--- config.mk ---
export PLATFORM = sky130hd
export DESIGN_NAME = keyboard_report_priority_merger
export DESIGN_NICKNAME = d
export VERILOG_FILES = /design/src/design/kbm_pkg.sv /design/src/design/kbm_phys_fifo.sv /design/src/design/kbm_inj_fifo.sv /design/src/design/keyboard_report_priority_merger.sv
export SDC_FILE = /design/constraint.sdc
export NUM_CORES = 2
export LEC_CHECK = 0
export BUFFER_PORTS_ARGS = -buffer_cell sky130_fd_sc_hd__clkbuf_2
export CORE_MARGIN = 2
export CORE_UTILIZATION = 40
export CTS_CLUSTER_SIZE = 16
export DETAILED_ROUTE_END_ITERATION = 10
export PLACE_DENSITY_LB_ADDON = 0.05
export SYNTH_ARGS = -nofsm -noshare
export SYNTH_HDL_FRONTEND = slang
export SYNTH_SLANG_ARGS = --single-unit
--- constraint.sdc ---
create_clock -name clk -period 11.2 [get_ports clk]
set_clock_uncertainty 0.2 [all_clocks]
set_input_delay 1.12 -clock clk [delete_from_list [all_inputs] [get_ports clk]]
set_output_delay 1.12 -clock clk [all_outputs]
set_load 0.01 [all_outputs]
--- src/design/kbm_pkg.sv ---
`timescale 1ns / 1ps

package kbm_pkg;

    localparam int PHYS_DEPTH = 16;
    localparam int INJ_DEPTH  = 8;
    localparam int PHYS_AW    = $clog2(PHYS_DEPTH);
    localparam int INJ_AW     = $clog2(INJ_DEPTH);

    localparam int MOD_W  = 8;
    localparam int KEYS_W = 48;

    typedef logic [PHYS_AW-1:0] phys_ptr_t;
    typedef logic [INJ_AW-1:0]  inj_ptr_t;

    typedef enum logic [1:0] {
        CMD_PUSH_PHYS = 2'd0,
        CMD_START_INJ = 2'd1,
        CMD_PUSH_INJ  = 2'd2,
        CMD_SERVICE   = 2'd3
    } cmd_t;

    // modifier in the upper byte, keys below
    typedef struct packed {
        logic [MOD_W-1:0]  modifier;
        logic [KEYS_W-1:0] keys;
    } report_t;

    typedef struct packed {
        logic    push;
        logic    pop;
        logic    flush;
        report_t wr_report;
    } phys_ctrl_t;

    typedef struct packed {
        logic    empty;
        logic    full;
        report_t head_report;
    } phys_stat_t;

    typedef struct packed {
        logic    push_pair;
        logic    pop;
        report_t press_report;
        report_t release_report;
    } inj_ctrl_t;

    typedef struct packed {
        logic    empty;
        logic    room_for_pair;
        report_t head_report;
    } inj_stat_t;

    function automatic phys_ptr_t phys_inc(input phys_ptr_t p);
        phys_ptr_t r;
        if (p == PHYS_AW'(PHYS_DEPTH - 1))
        begin
            r = '0;
        end
        else
        begin
            r = p + PHYS_AW'(1);
        end
        return r;
    endfunction

    function automatic inj_ptr_t inj_inc(input inj_ptr_t p);
        inj_ptr_t r;
        if (p == INJ_AW'(INJ_DEPTH - 1))
        begin
            r = '0;
        end
        else
        begin
            r = p + INJ_AW'(1);
        end
        return r;
    endfunction

endpackage

--- src/design/kbm_phys_fifo.sv ---
`timescale 1ns / 1ps

module kbm_phys_fifo (
    input  logic                clk,
    input  logic                rst_n,
    input  kbm_pkg::phys_ctrl_t ctrl,
    output kbm_pkg::phys_stat_t stat
);
    import kbm_pkg::*;

    report_t   mem [PHYS_DEPTH];
    phys_ptr_t head_reg;
    phys_ptr_t head_next;
    phys_ptr_t tail_reg;
    phys_ptr_t tail_next;
    report_t   rd_reg;

    always_comb
    begin
        head_next = head_reg;
        tail_next = tail_reg;
        if (ctrl.push)
        begin
            tail_next = phys_inc(tail_reg);
        end
        if (ctrl.flush)
        begin
            head_next = tail_reg;
        end
        else if (ctrl.pop)
        begin
            head_next = phys_inc(head_reg);
        end
    end

    always_ff @(posedge clk or negedge rst_n)
    begin
        if (!rst_n)
        begin
            head_reg <= '0;
            tail_reg <= '0;
        end
        else
        begin
            head_reg <= head_next;
            tail_reg <= tail_next;
        end
    end

    always_ff @(posedge clk)
    begin
        if (ctrl.push)
        begin
            mem[tail_reg] <= ctrl.wr_report;
        end
    end

    // read the next head entry, write-first so a push into an empty ring shows up
    always_ff @(posedge clk)
    begin
        if (ctrl.push && (tail_reg == head_next))
        begin
            rd_reg <= ctrl.wr_report;
        end
        else
        begin
            rd_reg <= mem[head_next];
        end
    end

    assign stat.empty       = (head_reg == tail_reg);
    assign stat.full        = (phys_inc(tail_reg) == head_reg);
    assign stat.head_report = rd_reg;

endmodule

--- src/design/kbm_inj_fifo.sv ---
`timescale 1ns / 1ps

module kbm_inj_fifo (
    input  logic               clk,
    input  logic               rst_n,
    input  kbm_pkg::inj_ctrl_t ctrl,
    output kbm_pkg::inj_stat_t stat
);
    import kbm_pkg::*;

    // press reports land in one bank, release reports in the other, so a pair
    // is written in the same cycle; a side bit per slot says which bank holds it
    report_t  press_mem   [INJ_DEPTH];
    report_t  release_mem [INJ_DEPTH];
    logic     bank_sel    [INJ_DEPTH];
    inj_ptr_t head_reg;
    inj_ptr_t head_next;
    inj_ptr_t tail_reg;
    inj_ptr_t tail_next;
    inj_ptr_t tail_plus1;
    report_t  press_rd_reg;
    report_t  release_rd_reg;
    logic     sel_rd_reg;

    assign tail_plus1 = inj_inc(tail_reg);

    always_comb
    begin
        head_next = head_reg;
        tail_next = tail_reg;
        if (ctrl.push_pair)
        begin
            tail_next = inj_inc(tail_plus1);
        end
        if (ctrl.pop)
        begin
            head_next = inj_inc(head_reg);
        end
    end

    always_ff @(posedge clk or negedge rst_n)
    begin
        if (!rst_n)
        begin
            head_reg <= '0;
            tail_reg <= '0;
        end
        else
        begin
            head_reg <= head_next;
            tail_reg <= tail_next;
        end
    end

    always_ff @(posedge clk)
    begin
        if (ctrl.push_pair)
        begin
            press_mem[tail_reg]     <= ctrl.press_report;
            release_mem[tail_plus1] <= ctrl.release_report;
            bank_sel[tail_reg]      <= 1'b0;
            bank_sel[tail_plus1]    <= 1'b1;
        end
    end

    always_ff @(posedge clk)
    begin
        if (ctrl.push_pair && (tail_reg == head_next))
        begin
            press_rd_reg <= ctrl.press_report;
        end
        else
        begin
            press_rd_reg <= press_mem[head_next];
        end

        if (ctrl.push_pair && (tail_plus1 == head_next))
        begin
            release_rd_reg <= ctrl.release_report;
        end
        else
        begin
            release_rd_reg <= release_mem[head_next];
        end

        priority if (ctrl.push_pair && (tail_reg == head_next))
        begin
            sel_rd_reg <= 1'b0;
        end
        else if (ctrl.push_pair && (tail_plus1 == head_next))
        begin
            sel_rd_reg <= 1'b1;
        end
        else
        begin
            sel_rd_reg <= bank_sel[head_next];
        end
    end

    assign stat.empty         = (head_reg == tail_reg);
    assign stat.room_for_pair = (tail_plus1 != head_reg) && (inj_inc(tail_plus1) != head_reg);
    assign stat.head_report   = sel_rd_reg ? release_rd_reg : press_rd_reg;

endmodule

--- src/design/keyboard_report_priority_merger.sv ---
`timescale 1ns / 1ps

// Keyboard report priority merger.
// One command per input transaction on the s_axis side: push a physical
// report, start an injection, push an injected press/release pair, or
// service one host slot. Every input transaction yields exactly one result
// transaction on the m_axis side carrying accepted/sent flags and the report
// sent to the host (all zero when nothing is sent). With the host ready, a
// service slot sends a pending zero report first, then the oldest injected
// report, then the oldest physical one unless an injection is active;
// injection flushes the physical queue. An input register and a result
// register frame the queue decision, made in one combinational pass between
// them. Queue head entries are prefetched into registered read ports, so one
// transaction is taken every cycle while m_axis_tready is high.
// When the receiver stalls, the result register holds and the input register
// fills, then s_axis_tready drops until the result is taken.
// Reset (asynchronous, active low) empties both queues, clears the pending
// zero report and drops both valid flags; no clearing pass is needed.

module keyboard_report_priority_merger (
    input  logic         clk,
    input  logic         rst_n,
    input  logic         s_axis_tvalid,
    output logic         s_axis_tready,
    // modifier_a, keys_a, modifier_b, keys_b, host_ready, inject_active, zero pad
    input  logic [119:0] s_axis_tdata,
    // cmd
    input  logic [1:0]   s_axis_tuser,
    output logic         m_axis_tvalid,
    input  logic         m_axis_tready,
    // out_modifier, out_keys
    output logic [55:0]  m_axis_tdata,
    // accepted, sent
    output logic [1:0]   m_axis_tuser
);
    import kbm_pkg::*;

    logic         in_valid_reg;
    logic [113:0] in_data_reg;
    cmd_t         cmd_reg;
    logic         out_valid_reg;
    report_t      out_report_reg;
    logic         out_accepted_reg;
    logic         out_sent_reg;
    logic         zero_pending_reg;
    logic         zero_pending_next;

    logic         advance;
    logic         s_fire;
    report_t      rep_a;
    report_t      rep_b;
    logic         host_ready;
    logic         inject_active;

    logic         accepted_next;
    logic         sent_next;
    report_t      report_next;

    phys_ctrl_t   phys_ctrl;
    phys_stat_t   phys_stat;
    inj_ctrl_t    inj_ctrl;
    inj_stat_t    inj_stat;

    assign advance       = in_valid_reg && (!out_valid_reg || m_axis_tready);
    assign s_axis_tready = !in_valid_reg || advance;
    assign s_fire        = s_axis_tvalid && s_axis_tready;

    always_ff @(posedge clk or negedge rst_n)
    begin
        if (!rst_n)
        begin
            in_valid_reg <= 1'b0;
        end
        else if (s_fire)
        begin
            in_valid_reg <= 1'b1;
        end
        else if (advance)
        begin
            in_valid_reg <= 1'b0;
        end
    end

    always_ff @(posedge clk)
    begin
        if (s_fire)
        begin
            in_data_reg <= s_axis_tdata[113:0];
            cmd_reg     <= cmd_t'(s_axis_tuser);
        end
    end

    assign rep_a.modifier = in_data_reg[7:0];
    assign rep_a.keys     = in_data_reg[55:8];
    assign rep_b.modifier = in_data_reg[63:56];
    assign rep_b.keys     = in_data_reg[111:64];
    assign host_ready     = in_data_reg[112];
    assign inject_active  = in_data_reg[113];

    always_comb
    begin
        phys_ctrl           = '0;
        phys_ctrl.wr_report = rep_a;
        inj_ctrl                = '0;
        inj_ctrl.press_report   = rep_a;
        inj_ctrl.release_report = rep_b;
        zero_pending_next   = zero_pending_reg;
        accepted_next       = 1'b1;
        sent_next           = 1'b0;
        report_next         = '0;

        unique case (cmd_reg)
            CMD_PUSH_PHYS:
            begin
                accepted_next  = !phys_stat.full;
                phys_ctrl.push = advance && !phys_stat.full;
            end
            CMD_START_INJ:
            begin
                phys_ctrl.flush   = advance;
                zero_pending_next = 1'b1;
            end
            CMD_PUSH_INJ:
            begin
                accepted_next      = inj_stat.room_for_pair;
                inj_ctrl.push_pair = advance && inj_stat.room_for_pair;
            end
            CMD_SERVICE:
            begin
                priority if (!host_ready)
                begin
                    sent_next = 1'b0;
                end
                else if (zero_pending_reg)
                begin
                    zero_pending_next = 1'b0;
                    sent_next         = 1'b1;
                end
                else if (!inj_stat.empty)
                begin
                    inj_ctrl.pop    = advance;
                    phys_ctrl.flush = advance;
                    sent_next       = 1'b1;
                    report_next     = inj_stat.head_report;
                end
                else if (inject_active)
                begin
                    phys_ctrl.flush = advance;
                end
                else if (!phys_stat.empty)
                begin
                    phys_ctrl.pop = advance;
                    sent_next     = 1'b1;
                    report_next   = phys_stat.head_report;
                end
                else
                begin
                    sent_next = 1'b0;
                end
            end
            default:
            begin
                accepted_next = 1'b1;
            end
        endcase
    end

    kbm_phys_fifo u_phys_fifo (
        .clk   (clk),
        .rst_n (rst_n),
        .ctrl  (phys_ctrl),
        .stat  (phys_stat)
    );

    kbm_inj_fifo u_inj_fifo (
        .clk   (clk),
        .rst_n (rst_n),
        .ctrl  (inj_ctrl),
        .stat  (inj_stat)
    );

    always_ff @(posedge clk or negedge rst_n)
    begin
        if (!rst_n)
        begin
            zero_pending_reg <= 1'b0;
            out_valid_reg    <= 1'b0;
        end
        else
        begin
            if (advance)
            begin
                zero_pending_reg <= zero_pending_next;
                out_valid_reg    <= 1'b1;
            end
            else if (m_axis_tready)
            begin
                out_valid_reg <= 1'b0;
            end
        end
    end

    always_ff @(posedge clk)
    begin
        if (advance)
        begin
            out_report_reg   <= report_next;
            out_accepted_reg <= accepted_next;
            out_sent_reg     <= sent_next;
        end
    end

    assign m_axis_tvalid       = out_valid_reg;
    assign m_axis_tdata[7:0]   = out_report_reg.modifier;
    assign m_axis_tdata[55:8]  = out_report_reg.keys;
    assign m_axis_tuser        = {out_sent_reg, out_accepted_reg};

endmodule

## After elaboration in Yosys (flattened, before gate mapping)

Memories as Yosys holds them, arrays and structs flattened. A register that Yosys moved wholly into a read port is not among the register bits.
Index checks and enable logic that the tools add are counted.

| cells by class | value |
|---|---|
| shift operators | 0 |
| mux-type cells | 42 |
| bitwise gates (word level) | 2 |
| equal/unequal tests | 15 |
| div/mod/pow operators | 0 |
| magnitude comparators | 0 |
| multipliers | 0 |
| reductions and logical operators | 18 |
| $add $sub $neg | 5 |

Operator list:

| cell | number |
|---|---|
| two-way mux 56 bit | 4 |
| two-way mux 1 bit | 25 |
| two-way mux 4 bit | 4 |
| two-way mux 3 bit | 4 |
| adder 3 x 1 -> 3 bit (second input constant) | 3 |
| equality test 3 bit (second input constant) | 3 |
| adder 4 x 1 -> 4 bit (second input constant) | 2 |
| equality test 4 bit | 2 |
| equality test 4 bit (second input constant) | 2 |
| equality test 3 bit | 2 |
| logical AND 1 bit | 6 |
| inequality test 3 bit | 2 |
| case mux 1 bit (2 select lines) | 3 |
| nonzero test 2 bit | 3 |
| equality test 2 bit (second input constant) | 2 |
| two-way mux 2 bit | 2 |
| logical NOT 1 bit | 3 |
| AND reduction 3 bit | 1 |
| OR reduction 3 bit | 1 |
| equality test 2 x 1 -> 1 bit (second input constant) | 1 |
| logical NOT 2 bit | 1 |
| logical OR 1 bit | 2 |
| inequality test 2 bit (second input constant) | 1 |
| NOT 1 bit | 2 |
| AND reduction 2 bit | 1 |

| word-level totals | value |
|---|---|
| input port bits | 126 |
| logic and storage cells | 99 |
| ROM bits | 0 |
| register bits | 191 |
| output and inout port bits | 60 |
| memory bits (writable) | 1800 |
| memories kept | 4 |
| bits in latches | 0 |

Memories:

| memory | depth | bits a word | read ports | clocked after memory_dff | wr ports | line | text |
|---|---|---|---|---|---|---|---|
| u_phys_fifo.mem | 16 | 56 | 1 | 1 | 1 | kbm_phys_fifo.sv:11 | `report_t mem [PHYS_DEPTH];` |
| u_inj_fifo.press_mem | 8 | 56 | 1 | 1 | 1 | kbm_inj_fifo.sv:13 | `report_t press_mem [INJ_DEPTH];` |
| u_inj_fifo.release_mem | 8 | 56 | 1 | 1 | 1 | kbm_inj_fifo.sv:14 | `report_t release_mem [INJ_DEPTH];` |
| u_inj_fifo.bank_sel | 8 | 1 | 1 | 1 | 2 | kbm_inj_fifo.sv:15 | `logic bank_sel [INJ_DEPTH];` |

## Logic depth before layout (Yosys ltp)

| logic depth | value |
|---|---|
| depth after elaboration | 11 |
| depth in mapped cells | 11 |
| mapped depth without buffers | 8 |

## Modules after synthesis

From an unflattened synthesis, not the netlist that was laid out.

| second synthesis, totals | value |
|---|---|
| cell total of the unflattened synthesis | 3222 |
| area total of the unflattened synthesis | 75860.3 µm² |

By module, submodules not included:

| module | cells each | sequential area each (µm²) | area each (µm²) | times used |
|---|---|---|---|---|
| kbm_inj_fifo | 1373 | 27296.2 | 35013.6 | 1 |
| kbm_phys_fifo | 1454 | 27186.1 | 34184.0 | 1 |
| keyboard_report_priority_merger | 395 | 5300.1 | 6662.6 | 1 |

## Worst setup path before layout

OpenSTA, ideal clock, no wires.

| timing path | value |
|---|---|
| path type | reg-to-reg |
| start | register u_inj_fifo.tail_reg[1] |
| end | memory u_inj_fifo.bank_sel[0] |
| buffers on the path | 2 |
| data required time | 10.604 ns |
| library setup time | 0.396 ns |
| clock period less this slack | 8.365 ns |
| cell stages (with the launch flop) | 11 |
| setup slack | 2.835 ns |
| arrival time | 7.769 ns |
| path through | dfrtp_1 ha_1 ha_1 or2_1 clkbuf_1 xnor2_1 mux2i_1 nand3_1 clkbuf_1 nor4_1 o32ai_1 |

RTL lines:

| what | line | text |
|---|---|---|
| from (decl) | kbm_inj_fifo.sv:18 | `inj_ptr_t tail_reg;` |
| from (signal assigned) | kbm_inj_fifo.sv:51 | `tail_reg <= tail_next;` |
| to (decl) | kbm_inj_fifo.sv:15 |  |

## Final worst setup path

| timing path | value |
|---|---|
| start | register cmd_reg[0] |
| end | register u_inj_fifo.release_rd_reg[36] (netlist name) |

| on the way | value |
|---|---|
| longest elaborated chain between the ends | 3 |

RTL lines:

| what | line | text |
|---|---|---|
| from (decl) | keyboard_report_priority_merger.sv:40 | `cmd_t cmd_reg;` |
| from (signal assigned) | keyboard_report_priority_merger.sv:89 | `cmd_reg <= cmd_t'(s_axis_tuser);` |
| equality test 2 bit | keyboard_report_priority_merger.sv:112 | `unique case (cmd_reg)` |
| two-way mux 1 bit | keyboard_report_priority_merger.sv:112 |  |
| two-way mux 3 bit | kbm_inj_fifo.sv:35 | `if (ctrl.pop)` |

No other way between the ends.
A chain may end at the register's enable or synchronous reset.

==> run_summary.xml <==
<?xml version="1.0" encoding="UTF-8"?>
<metrics>
  <group name="sta">
    <metric name="drv_slew" unit="">0</metric>
    <metric name="post-route-period-util" unit="%">47.69</metric>
    <metric name="rsz0062_at_grt" unit="">no</metric>
    <metric name="post_layout_min_period" unit="ns">5.342</metric>
    <metric name="worstMarginPinSlew" unit="ns">1.294</metric>
    <metric name="peak_freq" unit="MHz">187.2</metric>
    <metric name="timing.final.ws_setup" unit="ns">5.858</metric>
    <metric name="finalSetupViolations" unit="">0</metric>
    <metric name="timing.slew.headroom" unit="%">13.74</metric>
    <metric name="final.setup.tns" unit="ns">0</metric>
    <metric name="timing_hold_violations_final" unit="">0</metric>
  </group>
  <group name="setup_path">
    <metric name="critPathKind" unit="">register to register</metric>
    <metric name="path_common_cell" unit="">sky130_fd_sc_hd__buf_4</metric>
    <metric name="cp_cell_sequence" unit="">nand4b_4, o31a_1, a311oi_4, buf_4, buf_4, buf_4, mux2i_1, mux2_2</metric>
    <metric name="max_stage_delay" unit="ns">0.82</metric>
    <metric name="crit_slowest_cell" unit="">sky130_fd_sc_hd__buf_4</metric>
    <metric name="cp_max_fo" unit="">45</metric>
    <metric name="cp-end-kind" unit="">register</metric>
    <metric name="worst_ep_arrival_time" unit="ns">5.85</metric>
    <metric name="cp_data_required_time" unit="ns">11.71</metric>
    <metric name="type_of_origin_of_the_critical_path" unit="">register</metric>
  </group>
  <group name="global_route">
    <metric name="grt_start_max_net_pins" unit="">138</metric>
    <metric name="grt_pass1_vias" unit="">37900</metric>
    <metric name="grt_usage" unit="%">20.26</metric>
    <metric name="grt_pass1_wl" unit="µm">280900</metric>
    <metric name="grt.overflow.total" unit="">0</metric>
    <metric name="number_of_antenna_violations_at_the_first_check_in_global_routing" unit="">6</metric>
  </group>
  <group name="clock_tree">
    <metric name="insertion_delay" unit="ns">0.84</metric>
    <metric name="clkTransAtPathRegs" unit="ns">0.06</metric>
    <metric name="cts_max_path_buffers" unit="">3</metric>
    <metric name="clock_tree.root_cell" unit="">sky130_fd_sc_hd__clkbuf_16</metric>
    <metric name="tritoncts.num_buffers" unit="">217</metric>
    <metric name="post_cts_resize_count" unit="">0</metric>
    <metric name="tritoncts" unit="">done</metric>
    <metric name="h_tree_depth" unit="">4</metric>
    <metric name="cts_sinks" unit="">2055</metric>
  </group>
  <group name="power_and_ir_drop">
    <metric name="comb_power_share" unit="%">22.5</metric>
    <metric name="power_internal" unit="µW">15500</metric>
    <metric name="p_switching" unit="µW">6111</metric>
    <metric name="ir_worst_vdd" unit="V">0.0002040</metric>
    <metric name="power.sequential.fraction" unit="%">44.0</metric>
    <metric name="pwr-share-clk" unit="%">33.5</metric>
    <metric name="swShare" unit="%">28.28</metric>
    <metric name="power_per_cell_area" unit="nW/µm²">242.9</metric>
    <metric name="total_power" unit="µW">21610</metric>
    <metric name="p_leak" unit="µW">0.02984</metric>
  </group>
  <group name="drt">
    <metric name="detail-route-antenna-nets" unit="">0</metric>
    <metric name="first_iter_violations" unit="">2894</metric>
    <metric name="vias_per_cell" unit="">5.501</metric>
    <metric name="wl_met2" unit="µm">99750</metric>
    <metric name="via_count" unit="">35770</metric>
    <metric name="routed-wl-met3" unit="µm">8583</metric>
    <metric name="drt-met1-wl" unit="µm">86690</metric>
    <metric name="route.detailed.wl_per_inst" unit="µm">30.71</metric>
    <metric name="drcViolationCount" unit="">0</metric>
    <metric name="drt-total-wl" unit="µm">199700</metric>
    <metric name="highest-signal-layer" unit="">met4</metric>
    <metric name="detailedRoute.firstPassIterationCount" unit="">6</metric>
  </group>
  <group name="status">
    <metric name="status" unit="">finished, final reports clean</metric>
  </group>
  <group name="synthesis">
    <metric name="synth_cell_types" unit="">57</metric>
    <metric name="synth.avg_cell_area" unit="µm²">22.21</metric>
    <metric name="leading_register_cell_type_out_of_synthesis" unit="">sky130_fd_sc_hd__edfxtp_1</metric>
    <metric name="synthArstFlopShare" unit="%">0.8273</metric>
    <metric name="yosysWarningCount" unit="">0</metric>
    <metric name="synth-edff-count" unit="">1966</metric>
    <metric name="synth.net_count" unit="">3630</metric>
    <metric name="synth.yosys.seq_area_share" unit="%">78.50</metric>
    <metric name="mappedNetlistArea" unit="µm²">77590</metric>
    <metric name="ys_seq_elements" unit="">2055</metric>
    <metric name="synthesized_netlist_cell_count" unit="">3494</metric>
  </group>
  <group name="floorplan">
    <metric name="design.core.area" unit="µm²">192600</metric>
    <metric name="die_area" unit="µm²">197500</metric>
    <metric name="initial_utilization" unit="%">40.29</metric>
    <metric name="die_height" unit="µm">444.4</metric>
    <metric name="floorplan.io_pins" unit="">186</metric>
    <metric name="die_x" unit="µm">444.4</metric>
    <metric name="rows" unit="">161</metric>
  </group>
  <group name="finish">
    <metric name="top_regs" unit="">u_phys_fifo.mem (896), u_inj_fifo.press_mem (448), u_inj_fifo.release_mem (448)</metric>
    <metric name="registers.top_by_ff_count" unit="">u_phys_fifo.mem</metric>
    <metric name="layout-drive-gt1-share" unit="%">27.12</metric>
    <metric name="largest_register_ffs" unit="">896</metric>
    <metric name="synthToLayoutAreaGrowth" unit="%">14.67</metric>
    <metric name="finish.instance_area" unit="µm²">88970</metric>
    <metric name="num-nets-final" unit="">3926</metric>
    <metric name="layout.core_utilization" unit="%">46.20</metric>
  </group>
  <group name="place">
    <metric name="pre_cts_slack" unit="ns">5.786</metric>
    <metric name="placement.io_buffers" unit="">179</metric>
    <metric name="detailed_place_hpwl" unit="µm">107800</metric>
    <metric name="dpl_cell_area" unit="µm²">81710</metric>
    <metric name="routabilityCongestion" unit="">0.7481</metric>
  </group>
  <group name="job">
    <metric name="drv.max_cap_violation_count" unit="">0</metric>
  </group>
  <group name="hold_path">
    <metric name="hold_path_class" unit="">input pin to register</metric>
  </group>
</metrics>
-- power by group through the flow --
stage	clock [µW]	combinational, µW	sequential, µW
floorplan	0	3750	9160
finish	7240	4860	9500
global placement	0	4890	9640
detailed placement	0	4940	9660
global route	7730	5210	9560
CTS	7430	4960	9510
-- routing by layer --
metal	vias up	global-route usage [%]
li1	15110	-
met1	19480	27.46
met2	909	34.35
met3	274	2.833
met4	0	5.561
met5	-	0
-- cells by family after synthesis --
kind of cell,synth area share [%]
DFF,78.50
adders and majority gates,0.1613
buffers and inverters,1.171
muxes,17.37
xor gates and xnor gates,0.2564
and+or+nand+nor,1.253
AOI/OAI and AO/OA,1.295
-- path summary, 6_finish.rpt --
check	cells after the start	end	slack (ns)	startpoint
setup / recovery	8	u_inj_fifo.release_rd_reg[36]$_DFF_P_	5.86	cmd_reg[0]$_DFFE_PP_
hold / removal	1	in_data_reg[46]$_DFFE_PP_	0.25	s_axis_tdata[46]
setup reg to reg	8	u_inj_fifo.release_rd_reg[36]$_DFF_P_	5.86	cmd_reg[0]$_DFFE_PP_
hold reg to reg	2	u_inj_fifo.bank_sel[2]$_DFF_P_	0.27	u_inj_fifo.bank_sel[2]$_DFF_P_
max in group asynchronous	2	u_inj_fifo.head_reg[0]$_DFF_PN0_	9.85	rst_n
min in group asynchronous	2	u_phys_fifo.tail_reg[3]$_DFFE_PN0P_	0.59	rst_n
-- synthesized netlist by cell type (4+ instances only) --
master                        n  area share [%]
sky130_fd_sc_hd__buf_2       59            0.38
sky130_fd_sc_hd__a21oi_1      5           0.032
sky130_fd_sc_hd__edfxtp_1  1966              76
sky130_fd_sc_hd__nor2_1      68            0.33
sky130_fd_sc_hd__clkbuf_1    82            0.40
sky130_fd_sc_hd__ha_1        10            0.16
sky130_fd_sc_hd__xor2_1       4           0.045
sky130_fd_sc_hd__dfrtp_1     17            0.55
sky130_fd_sc_hd__nor4bb_1     4           0.052
sky130_fd_sc_hd__mux4_2     392              11
sky130_fd_sc_hd__buf_1       25            0.12
sky130_fd_sc_hd__mux2_2      57            0.83
sky130_fd_sc_hd__and4b_1      5           0.065
sky130_fd_sc_hd__and2_1       6           0.048
sky130_fd_sc_hd__o21ai_0     64            0.41
sky130_fd_sc_hd__nand3_1      8           0.052
sky130_fd_sc_hd__nand2_1     76            0.37
sky130_fd_sc_hd__a31oi_1      4           0.032
sky130_fd_sc_hd__a22oi_1     56            0.54
sky130_fd_sc_hd__inv_1       12           0.058
sky130_fd_sc_hd__nor3_1      11           0.071
sky130_fd_sc_hd__xnor2_1     16            0.18
sky130_fd_sc_hd__buf_4       14            0.14
sky130_fd_sc_hd__o31ai_1      4           0.039
sky130_fd_sc_hd__mux2i_1    399             5.1
sky130_fd_sc_hd__and3_1       5           0.040
sky130_fd_sc_hd__nand2b_1     5           0.040
sky130_fd_sc_hd__dfxtp_1     72             1.9
sky130_fd_sc_hd__and4_1       5           0.056
-- cell type report --
| class | count | area, µm² |
|---|---|---|
| Fill cell | 15970 | 103600 |
| Sequential cell | 2055 | 60930 |
| Antenna cell | 2 | 5.005 |
| Multi-Input combinational cell | 1241 | 16000 |
| Timing Repair Buffer | 261 | 1564 |
| Inverter | 14 | 55.05 |
| Clock buffer | 298 | 6075 |
| Clock inverter | 106 | 1176 |
| Tap cell | 2526 | 3161 |
-- worst max-delay path: cells and delay by family, from the launching register on --
kind,cells,cell delay (ns)
AOI/OAI and AO/OA,2,0.86
and+or+nand+nor,1,0.77
buffers and inverters,3,2.16
muxes,2,0.51
DFF,1,0.55
-- placed cells by master, fill, tap and decap left out, types with 29 or more instances in the layout --
cell type,count
sky130_fd_sc_hd__mux2_2,57
sky130_fd_sc_hd__o21ai_0,64
sky130_fd_sc_hd__clkbuf_16,225
sky130_fd_sc_hd__nor2_1,64
sky130_fd_sc_hd__dfxtp_1,64
sky130_fd_sc_hd__a22oi_1,56
sky130_fd_sc_hd__clkbuf_2,179
sky130_fd_sc_hd__nand2_1,76
sky130_fd_sc_hd__clkinv_2,36
sky130_fd_sc_hd__clkinv_1,29
sky130_fd_sc_hd__edfxtp_1,1966
sky130_fd_sc_hd__clkbuf_1,56
sky130_fd_sc_hd__buf_4,77
sky130_fd_sc_hd__mux2i_1,399
sky130_fd_sc_hd__mux4_2,392
-- per-stage QoR --
| step | hold slack, ns | cells |
|---|---|---|
| after floorplan | 0.2225 | 3494 |
| after global placement | 0.2394 | 6096 |
| after detailed placement | 0.2579 | 6096 |
| after CTS | 0.1584 | 6501 |
| after global routing | 0.1982 | 6501 |
| final | 0.2542 | 6503 |
-- what timing repair did --
| action | in CTS | in global routing |
|---|---|---|
| hold buffers | 1 | 0 |
| endpoints found under the hold margin | 17 | 0 |
| buffers inserted | 0 | 0 |
Power figures use the tool's default switching activity.
